**src/rtl/core/ckvt_pkg.sv**
```systemverilog
// Package for the compacting key/value table: item structs, opcode and
// status codes, defaults and the command/status structs between controller
// and datapath. No dependencies.
`default_nettype none

package ckvt_pkg;

  // Default geometry
  localparam int DEF_TABLE_DEPTH = 32;
  localparam int DEF_VALUE_BITS  = 64;

  // Fixed field widths on the ports
  localparam int IN_KEY_W  = 16;
  localparam int OUT_VAL_W = 64;
  localparam int OUT_CNT_W = 6;

  // Opcodes
  localparam logic [1:0] OP_INSERT = 2'd0;
  localparam logic [1:0] OP_FIND   = 2'd1;
  localparam logic [1:0] OP_REMOVE = 2'd2;

  // Result status codes
  localparam logic [1:0] ST_DONE      = 2'd0;
  localparam logic [1:0] ST_FULL      = 2'd1;
  localparam logic [1:0] ST_NOT_FOUND = 2'd2;

  typedef struct packed {
    logic [1:0]           opcode;
    logic [IN_KEY_W-1:0]  key;
    logic [OUT_VAL_W-1:0] value;
  } in_item_t;

  typedef struct packed {
    logic [1:0]           status;
    logic [OUT_CNT_W-1:0] assigned_key;
    logic [OUT_VAL_W-1:0] found_value;
    logic [OUT_CNT_W-1:0] entry_count;
  } out_item_t;

  // Controller to datapath
  typedef struct packed {
    logic load_item;   // capture the input transaction, restart the read pointer
    logic issue_rd;    // read the entry at the pointer, advance it
    logic take_hit;    // record the matching entry
    logic shift_start; // point the reader just past the matching entry
    logic shift_wr;    // write the last read entry one position down
    logic finish;      // commit the table update and load the result
  } cmd_t;

  // Datapath to controller
  typedef struct packed {
    logic lookup;   // opcode is find or remove
    logic remove;   // opcode is remove
    logic hit;      // entry read last cycle matches the key
    logic more;     // pointer still below the entry count
    logic rd_pend;  // a read issued last cycle has data now
    logic found;    // a match has been recorded
    logic out_free; // result register can take a new transaction
  } sts_t;

endpackage

`default_nettype wire

```
**src/rtl/core/ckvt_dp.sv**
```systemverilog
// Datapath of the compacting key/value table: entry memory, read pointer,
// entry count and result register. Depends on ckvt_pkg.
`default_nettype none

module ckvt_dp #(
  parameter int TABLE_DEPTH = ckvt_pkg::DEF_TABLE_DEPTH,
  parameter int VALUE_BITS  = ckvt_pkg::DEF_VALUE_BITS
) (
  input  wire logic               clk,
  input  wire logic               rst_n,
  input  wire ckvt_pkg::in_item_t in_data,
  input  wire ckvt_pkg::cmd_t     cmd,
  output ckvt_pkg::sts_t          sts,
  input  wire logic               out_stall,
  output logic                    out_valid,
  output ckvt_pkg::out_item_t     out_data
);

  localparam int CW = $clog2(TABLE_DEPTH + 1);
  localparam int AW = $clog2(TABLE_DEPTH);
  localparam int KW = ckvt_pkg::IN_KEY_W;
  localparam int OW = ckvt_pkg::OUT_CNT_W;
  localparam int VW = ckvt_pkg::OUT_VAL_W;

  // Entry memory
  logic [CW-1:0]         key_mem_r [TABLE_DEPTH];
  logic [VALUE_BITS-1:0] val_mem_r [TABLE_DEPTH];

  // Captured transaction
  logic [1:0]            op_r;
  logic [KW-1:0]         key_r;
  logic [VALUE_BITS-1:0] val_r;

  // Table and reader state
  logic [CW-1:0]         count_r, count_nxt;
  logic [CW-1:0]         ptr_r;
  logic                  rd_vld_r;
  logic [CW-1:0]         rd_idx_r;
  logic [CW-1:0]         rd_key_r;
  logic [VALUE_BITS-1:0] rd_val_r;
  logic                  found_r;
  logic [VALUE_BITS-1:0] fval_r;

  // Result register
  logic                  out_valid_r;
  ckvt_pkg::out_item_t   out_data_r;
  ckvt_pkg::out_item_t   res;

  logic                  full, is_lookup, insert_ok, remove_ok;
  logic [CW-1:0]         shift_idx;
  logic                  wr_en;
  logic [AW-1:0]         wr_addr;
  logic [CW-1:0]         wr_key;
  logic [VALUE_BITS-1:0] wr_val;
  logic [CW+KW-1:0]      key_ext, req_ext;
  logic [CW+OW-1:0]      cnt_ext;
  logic [VALUE_BITS+VW-1:0] fval_ext;

  // Decode the captured transaction
  assign full      = (count_r >= CW'(TABLE_DEPTH));
  assign is_lookup = (op_r inside {ckvt_pkg::OP_FIND, ckvt_pkg::OP_REMOVE});
  assign insert_ok = (op_r == ckvt_pkg::OP_INSERT) && !full;
  assign remove_ok = (op_r == ckvt_pkg::OP_REMOVE) && found_r;

  // Compare the entry read last cycle against the requested key
  assign key_ext = {{KW{1'b0}}, rd_key_r};
  assign req_ext = {{CW{1'b0}}, key_r};

  assign sts.lookup   = is_lookup;
  assign sts.remove   = (op_r == ckvt_pkg::OP_REMOVE);
  assign sts.hit      = rd_vld_r && (key_ext == req_ext);
  assign sts.more     = (ptr_r < count_r);
  assign sts.rd_pend  = rd_vld_r;
  assign sts.found    = found_r;
  assign sts.out_free = !out_valid_r || !out_stall;

  // Select the memory write: shift-down or append
  assign shift_idx = rd_idx_r - 1'b1;

  always_comb begin
    wr_en   = 1'b0;
    wr_addr = count_r[AW-1:0];
    wr_key  = count_r + 1'b1;
    wr_val  = val_r;
    if (cmd.shift_wr) begin
      wr_en   = 1'b1;
      wr_addr = shift_idx[AW-1:0];
      wr_key  = rd_key_r;
      wr_val  = rd_val_r;
    end else if (cmd.finish && insert_ok) begin
      wr_en = 1'b1;
    end
  end

  // Write port
  always_ff @(posedge clk) begin
    if (wr_en) begin
      key_mem_r[wr_addr] <= wr_key;
      val_mem_r[wr_addr] <= wr_val;
    end
  end

  // Registered read port
  always_ff @(posedge clk) begin
    if (cmd.issue_rd) begin
      rd_idx_r <= ptr_r;
      rd_key_r <= key_mem_r[ptr_r[AW-1:0]];
      rd_val_r <= val_mem_r[ptr_r[AW-1:0]];
    end
  end

  // Capture the input transaction and the value of the matching entry
  always_ff @(posedge clk) begin
    if (cmd.load_item) begin
      op_r  <= in_data.opcode;
      key_r <= in_data.key;
      val_r <= in_data.value[VALUE_BITS-1:0];
    end
    if (cmd.take_hit) begin
      fval_r <= rd_val_r;
    end
  end

  // Advance the read pointer and track pending reads and the match
  always_ff @(posedge clk) begin
    if (!rst_n) begin
      ptr_r    <= '0;
      rd_vld_r <= 1'b0;
      found_r  <= 1'b0;
    end else if (cmd.load_item) begin
      ptr_r    <= '0;
      rd_vld_r <= 1'b0;
      found_r  <= 1'b0;
    end else begin
      rd_vld_r <= cmd.issue_rd;
      if (cmd.shift_start) begin
        ptr_r <= rd_idx_r + 1'b1;
      end else if (cmd.issue_rd) begin
        ptr_r <= ptr_r + 1'b1;
      end
      if (cmd.take_hit) begin
        found_r <= 1'b1;
      end
    end
  end

  // Form the result and the new entry count
  always_comb begin
    count_nxt = count_r;
    if (insert_ok) begin
      count_nxt = count_r + 1'b1;
    end else if (remove_ok) begin
      count_nxt = count_r - 1'b1;
    end
    cnt_ext  = {{OW{1'b0}}, count_nxt};
    fval_ext = {{VW{1'b0}}, fval_r};

    res.status       = ckvt_pkg::ST_DONE;
    res.assigned_key = '0;
    res.found_value  = '0;
    res.entry_count  = cnt_ext[OW-1:0];
    if (op_r == ckvt_pkg::OP_INSERT) begin
      if (full) begin
        res.status = ckvt_pkg::ST_FULL;
      end else begin
        res.assigned_key = cnt_ext[OW-1:0];
      end
    end else if (is_lookup) begin
      if (found_r) begin
        res.found_value = fval_ext[VW-1:0];
      end else begin
        res.status = ckvt_pkg::ST_NOT_FOUND;
      end
    end
  end

  // Commit the entry count
  always_ff @(posedge clk) begin
    if (!rst_n) begin
      count_r <= '0;
    end else if (cmd.finish) begin
      count_r <= count_nxt;
    end
  end

  // Hold the result until the receiver takes it
  always_ff @(posedge clk) begin
    if (!rst_n) begin
      out_valid_r <= 1'b0;
    end else if (cmd.finish) begin
      out_valid_r <= 1'b1;
    end else if (!out_stall) begin
      out_valid_r <= 1'b0;
    end
  end

  always_ff @(posedge clk) begin
    if (cmd.finish) begin
      out_data_r <= res;
    end
  end

  assign out_valid = out_valid_r;
  assign out_data  = out_data_r;

  // The count never passes the table depth
  a_count_bound: assert property (@(posedge clk) disable iff (!rst_n)
    count_r <= CW'(TABLE_DEPTH))
    else $error("entry count beyond table depth");

  // A shift write never targets below the first position
  a_shift_idx: assert property (@(posedge clk) disable iff (!rst_n)
    cmd.shift_wr |-> (rd_idx_r != '0))
    else $error("shift write from position zero");

  // A finished transaction is presented on the next cycle
  a_finish_out: assert property (@(posedge clk) disable iff (!rst_n)
    cmd.finish |=> out_valid_r)
    else $error("result not presented after finish");

endmodule

`default_nettype wire

```
**src/rtl/core/ckvt_ctrl.sv**
```systemverilog
// Controller of the compacting key/value table: sequences accept, scan,
// shift and result load over the datapath. Depends on ckvt_pkg.
`default_nettype none

module ckvt_ctrl (
  input  wire logic           clk,
  input  wire logic           rst_n,
  input  wire logic           in_valid,
  output logic                in_stall,
  output ckvt_pkg::cmd_t      cmd,
  input  wire ckvt_pkg::sts_t sts
);

  typedef enum logic [3:0] {
    S_IDLE   = 4'b0001,
    S_SCAN   = 4'b0010,
    S_SHIFT  = 4'b0100,
    S_FINISH = 4'b1000
  } state_t;

  state_t state_r, state_nxt;

  // Next state and commands
  always_comb begin
    state_nxt = state_r;
    cmd       = '0;
    in_stall  = (state_r != S_IDLE);
    case (state_r)
      S_IDLE: begin
        if (in_valid) begin
          cmd.load_item = 1'b1;
          state_nxt     = S_SCAN;
        end
      end
      S_SCAN: begin
        if (!sts.lookup) begin
          state_nxt = S_FINISH;
        end else if (sts.hit) begin
          cmd.take_hit = 1'b1;
          if (sts.remove) begin
            cmd.shift_start = 1'b1;
            state_nxt       = S_SHIFT;
          end else begin
            state_nxt = S_FINISH;
          end
        end else begin
          cmd.issue_rd = sts.more;
          if (!sts.more && !sts.rd_pend) begin
            state_nxt = S_FINISH;
          end
        end
      end
      S_SHIFT: begin
        cmd.issue_rd = sts.more;
        cmd.shift_wr = sts.rd_pend;
        if (!sts.more && !sts.rd_pend) begin
          state_nxt = S_FINISH;
        end
      end
      S_FINISH: begin
        if (sts.out_free) begin
          cmd.finish = 1'b1;
          state_nxt  = S_IDLE;
        end
      end
      default: begin
        state_nxt = S_IDLE;
      end
    endcase
  end

  // State register
  always_ff @(posedge clk) begin
    if (!rst_n) begin
      state_r <= S_IDLE;
    end else begin
      state_r <= state_nxt;
    end
  end

  // Reads are only issued below the entry count
  a_rd_in_range: assert property (@(posedge clk) disable iff (!rst_n)
    cmd.issue_rd |-> sts.more)
    else $error("read issued past entry count");

  // Shifting only follows a recorded match of a remove
  a_shift_found: assert property (@(posedge clk) disable iff (!rst_n)
    (state_r == S_SHIFT) |-> (sts.found && sts.remove))
    else $error("shift without a matched remove");

  // A result is loaded only into a free result register
  a_finish_free: assert property (@(posedge clk) disable iff (!rst_n)
    cmd.finish |-> sts.out_free)
    else $error("result loaded over a waiting result");

endmodule

`default_nettype wire

```
**src/rtl/core/compacting_key_value_table_core.sv**
```systemverilog
// Top level of the compacting key/value table: joins the controller and
// the datapath. Depends on ckvt_pkg, ckvt_ctrl and ckvt_dp.
//
// Usage: one transaction on the in_ channel (opcode, key, value) yields
// exactly one transaction on the out_ channel (status, assigned_key,
// found_value, entry_count). A transaction moves on a rising edge where
// valid is high and stall is low; the receiver drives stall.
// Sequence: an insert, or the unused opcode, goes straight to the result
// without a scan. A find reads the entries in order from position 0 until
// one matches; a miss reads every live entry. A remove reads up to its
// match, then moves every later entry one position down. Throughput is one
// transaction at a time, so the rate is set by the single read port of the
// entry memory, one entry a cycle.
// The next transaction is accepted as soon as the block is idle, even while
// a result still waits in the output register; if the receiver stalls, the
// finished result holds there and the block waits before loading the next.
// Reset clears the entry count and the handshake state; entry contents are
// not cleared and need no clearing pass.
`default_nettype none

module compacting_key_value_table_core #(
  parameter int TABLE_DEPTH = ckvt_pkg::DEF_TABLE_DEPTH,
  parameter int VALUE_BITS  = ckvt_pkg::DEF_VALUE_BITS
) (
  input  wire logic                clk,
  input  wire logic                rst_n,
  input  wire logic                in_valid,
  output logic                     in_stall,
  input  wire ckvt_pkg::in_item_t  in_data,
  output logic                     out_valid,
  input  wire logic                out_stall,
  output ckvt_pkg::out_item_t      out_data
);

  ckvt_pkg::cmd_t cmd;
  ckvt_pkg::sts_t sts;

  ckvt_ctrl u_ctrl (
    .clk      (clk),
    .rst_n    (rst_n),
    .in_valid (in_valid),
    .in_stall (in_stall),
    .cmd      (cmd),
    .sts      (sts)
  );

  ckvt_dp #(
    .TABLE_DEPTH (TABLE_DEPTH),
    .VALUE_BITS  (VALUE_BITS)
  ) u_dp (
    .clk       (clk),
    .rst_n     (rst_n),
    .in_data   (in_data),
    .cmd       (cmd),
    .sts       (sts),
    .out_stall (out_stall),
    .out_valid (out_valid),
    .out_data  (out_data)
  );

endmodule

`default_nettype wire

```
**config.mk**
```make
export PLATFORM = sky130hd
export DESIGN_NAME = compacting_key_value_table_core
export DESIGN_NICKNAME = d
export VERILOG_FILES = /design/src/rtl/core/ckvt_pkg.sv /design/src/rtl/core/ckvt_dp.sv /design/src/rtl/core/ckvt_ctrl.sv /design/src/rtl/core/compacting_key_value_table_core.sv
export SDC_FILE = /design/constraint.sdc
export NUM_CORES = 2
export LEC_CHECK = 0
export BUFFER_PORTS_ARGS = -buffer_cell sky130_fd_sc_hd__buf_2
export CAP_MARGIN = 20
export CORE_ASPECT_RATIO = 1.2
export CORE_MARGIN = 2
export CORE_UTILIZATION = 50
export DETAILED_ROUTE_END_ITERATION = 10
export GPL_ROUTABILITY_DRIVEN = 0
export PLACE_DENSITY = 0.72
export SYNTH_ARGS = -nofsm -noshare
export SYNTH_HDL_FRONTEND = slang
export SYNTH_SLANG_ARGS = --single-unit
```
**constraint.sdc**
```tcl
create_clock -name clk -period 14.5 [get_ports clk]
set_input_delay 2.9 -clock clk [delete_from_list [all_inputs] [get_ports clk]]
set_output_delay 2.9 -clock clk [all_outputs]
set_load 0.01 [all_outputs]
```
==> impl_metrics.env <==
export IMPL_worst_skew_pair_late_latency_ns=0.90
export IMPL_place_detailed_hpwl_mm=119
export IMPL_outcome="finished clean"
export IMPL_synth_edff_count=2540
export IMPL_finalClockSkew_ns=0.0960
export IMPL_vias_in_the_first_global_route=43800
export IMPL_synth_largest_area_cell="sky130_fd_sc_hd__edfxtp_1"
export IMPL_r2r_start="u_ctrl.state_r[2]$_SDFFE_PN0P_"
export IMPL_worst_path_dominant_cell_family="simple AND/OR/NAND/NOR gates"
export IMPL_worstPathBufferInverterCount=2
export IMPL_critical_path_slowest_cell="sky130_fd_sc_hd__nor2_4"
export IMPL_cellLeakagePower_nw=32.4
export IMPL_worst_r2r_setup_slack_ns=9.17
export IMPL_synth_top_flop_cell="sky130_fd_sc_hd__edfxtp_1"
export IMPL_yosysSeqAreaShare=0.792
export IMPL_post_route_period_util=0.407
export IMPL_worst_hold_path_type="reg2reg"
export IMPL_port_buffers=165
export IMPL_cellPowerDensity_nw_per_um2=132
export IMPL_hold_path_startpoint="u_dp.rd_val_r[54]$_DFFE_PP_"
export IMPL_yosysMostFrequentCell="sky130_fd_sc_hd__edfxtp_1"
export IMPL_cts_tree="yes"
export IMPL_pin_count=166
export IMPL_worst_setup_path_end_kind="register"
export IMPL_vias=43300
export IMPL_max_vdd_ir_drop_mv=0.135
export IMPL_worst_path_largest_cell_delay_ns=0.96
export IMPL_holdPathStages=0
export IMPL_detail_route_wl_per_cell_um=31.7
export IMPL_avgViaCountPerCell=6.20
export IMPL_detail_route_first_pass_iterations=8
export IMPL_yosys_top_cells_area="sky130_fd_sc_hd__edfxtp_1, sky130_fd_sc_hd__mux4_2, sky130_fd_sc_hd__mux2_2"
export IMPL_report_final_setup_viol=0
export IMPL_dieWidth_um=406
export IMPL_dpl_instance_area_sq_um=101000
export IMPL_timing_final_crit_period_ns=5.90
export IMPL_yosys_warnings=0
export IMPL_synthToLayoutAreaGrowth_pct=12.2
export IMPL_crit_type="in2reg"
export IMPL_startpoint_type="primary input"
export IMPL_cts_root_buf="sky130_fd_sc_hd__clkbuf_16"
export IMPL_grt_pass1_wl_mm=318
export IMPL_asyncSetResetFlopFracSynth=0
export IMPL_clk_pin_slew_ns=0.06
export IMPL_ys_ff_latch=2559
export IMPL_route_antenna_remaining_nets=0
export IMPL_fmax_ghz=0.170
export IMPL_die_height_um=486
export IMPL_synth_common_cells="sky130_fd_sc_hd__edfxtp_1, sky130_fd_sc_hd__mux4_2, sky130_fd_sc_hd__mux2_2"
export IMPL_syn_nets=4003
export IMPL_postSynthAreaPerCell_sq_um=24.8
export IMPL_clk_path_buf_depth=3
export IMPL_timing_critical_path_arrival_ns=6.39
export IMPL_unrepaired_setup_endpoints_after_global_routing="false"
export IMPL_antenna_violations_before_repair=13
export IMPL_cts_setup_buffers=0
export IMPL_required_ns=14.99
export IMPL_maxSlewViolCount=0
export IMPL_synth_top_area_share=0.788
export IMPL_gr_total_overflow=0
export IMPL_crit_reg2reg_capture="u_dp.val_mem_r[23][27]$_DFFE_PP_"
export IMPL_slew_headroom=0.256
export IMPL_cts_repair_resized=0
export IMPL_total_negative_setup_slacks_ns=0
export IMPL_cts_htree_levels=4
export IMPL_drive_above_1_share=0.333
export IMPL_worstMarginPinSlew_ns=1.12
export IMPL_detailed_route_wl_mm=221
export IMPL_mappedNetlistArea_sq_um=96800
export IMPL_timing_hold_worst_endpoint="u_dp.fval_r[54]$_DFFE_PP_"
export IMPL_fp_dieArea_sq_um=197000
export IMPL_cts_made_buffers=230
export IMPL_synth_lib_cells_used_distinct=43
export IMPL_stdcell_area_sq_um=109000
export IMPL_worst_r2r_path_depth=7
export IMPL_critical_path_max_fanout=48
export IMPL_finish_net_count=4296
export IMPL_drt_drc_violations_left=0
export IMPL_postLayoutCoreUtil=0.565
export IMPL_cp_cell_sequence="buf_2 -> nand2_1 -> nand2_1 -> o32ai_1 -> nand2_1 -> nor2_4 -> buf_4"
export IMPL_synthesis_instances=3905
export IMPL_drt_initial_drc_count=5989
export IMPL_fin_hold_ws_ns=0.449
export IMPL_floorplan_core_area_sq_um=192000
export IMPL_critPathMostFrequentCell="sky130_fd_sc_hd__nand2_1"
export IMPL_clock_tree_sinks=2559
export IMPL_number_of_maximum_capacitance_violations=0
export IMPL_globalRouteTotalUtil=0.226
export IMPL_rows=176
export IMPL_grt_start_max_net_pins=131
export IMPL_number_of_hold_buffers_added_after_cts=0
export IMPL_start_util=0.504
export IMPL_report_final_hold_viol_count=0
[stage by stage]
stage	total power, W	instances	setup slack (ns)
finish	0.0143	6974	8.60
global route	0.0147	6971	8.43
CTS	0.0144	6964	8.59
detailed placement	0.00848	6541	7.66
global placement	0.00847	6540	7.68
floorplan	0.00839	3905	4.75
[logic make-up (layout without fill, tap and decap cells)]
logic type	after synthesis	count (layout)	synth area share
compound gates	57	57	0.00379
simple gates	208	208	0.0114
mux	839	839	0.179
buf+inv	202	686	0.00943
flops	2559	2559	0.792
other cells	0	4	0
xor+xnor	28	28	0.00253
fa+ha+maj	12	12	0.00155
[report_power, final]
part / switching [W] / total [W] / internal [W]
clock network: 0.00270 / 0.00602 / 0.00332
registers: 0.00000758 / 0.00816 / 0.00815
logic: 0.000144 / 0.000166 / 0.0000219
[worst max-delay path by stage]
stage          slack [ns]  startpoint  cells after the start                               end
2_1_floorplan        4.75    in_valid                      4          u_dp.rd_vld_r$_SDFF_PP0_
3_3_place_gp         7.68   out_stall                      7  u_dp.val_mem_r[23][16]$_DFFE_PP_
3_5_place_dp         7.66   out_stall                      7   u_dp.val_mem_r[8][25]$_DFFE_PP_
4_1_cts              8.59   out_stall                      7   u_dp.val_mem_r[8][28]$_DFFE_PP_
5_1_grt              8.43   out_stall                      7  u_dp.val_mem_r[22][12]$_DFFE_PP_
6_report             8.60   out_stall                      7   u_dp.val_mem_r[6][23]$_DFFE_PP_
[worst reg2reg max path: cells and delay by family (launching register included)]
family	cells	cell delay, ns
DFF	1	0.51
muxes	1	0.61
buffers and inverters	2	1.28
and+or+nand+nor	4	2.45
[metal layers]
| metal | track usage | wire length [um] |
|---|---|---|
| met3 | 0.0429 | 20400 |
| met2 | 0.362 | 108000 |
| met1 | 0.329 | 88200 |
| met5 | 0 | 34 |
| met4 | 0.0484 | 4240 |
[cells in the final DEF, fill, tap and decap left out, drive strengths merged, types with 5 or more instances in the layout]
cell / count
a211oi: 5
a21boi: 5
a21oi: 18
and2: 70
buf: 250
bufinv: 22
clkbuf: 276
clkinv: 113
clkinvlp: 5
dfxtp: 19
edfxtp: 2540
ha: 12
inv: 20
mux2: 135
mux4: 700
nand2: 29
nand3: 12
nand3b: 6
nand4: 5
nor2: 50
nor2b: 6
nor3: 9
o21a: 5
o21ai: 15
xnor2: 24
[final cells by class]
| class | count | area (sq um) |
|---|---|---|
| clock buffer | 276 | 5930 |
| sequential | 2559 | 76700 |
| timing repair buffer | 250 | 1600 |
| multi-input combinational | 1144 | 19500 |
| clock inverter | 147 | 1540 |
| tap | 2581 | 3230 |
| antenna | 4 | 10.0 |
| inverter | 13 | 51.3 |
| fill | 13500 | 83500 |
[registers in the layout, indices dropped and copies added, names as in the netlist]
register        flops
u_dp.val_r         64
u_dp.rd_vld_r       1
u_dp.rd_idx_r       6
u_dp.found_r        1
u_dp.rd_key_r       6
u_dp.fval_r        64
u_dp.out_data      78
u_dp.op_r           2
u_dp.ptr_r          6
u_dp.val_mem_r   2048
u_dp.out_valid      1
u_dp.count_r        6
u_dp.key_mem_r    192
u_dp.rd_val_r      64
u_ctrl.state_r      4
u_dp.key_r         16
No activity file was read; power rests on OpenSTA's default activity.
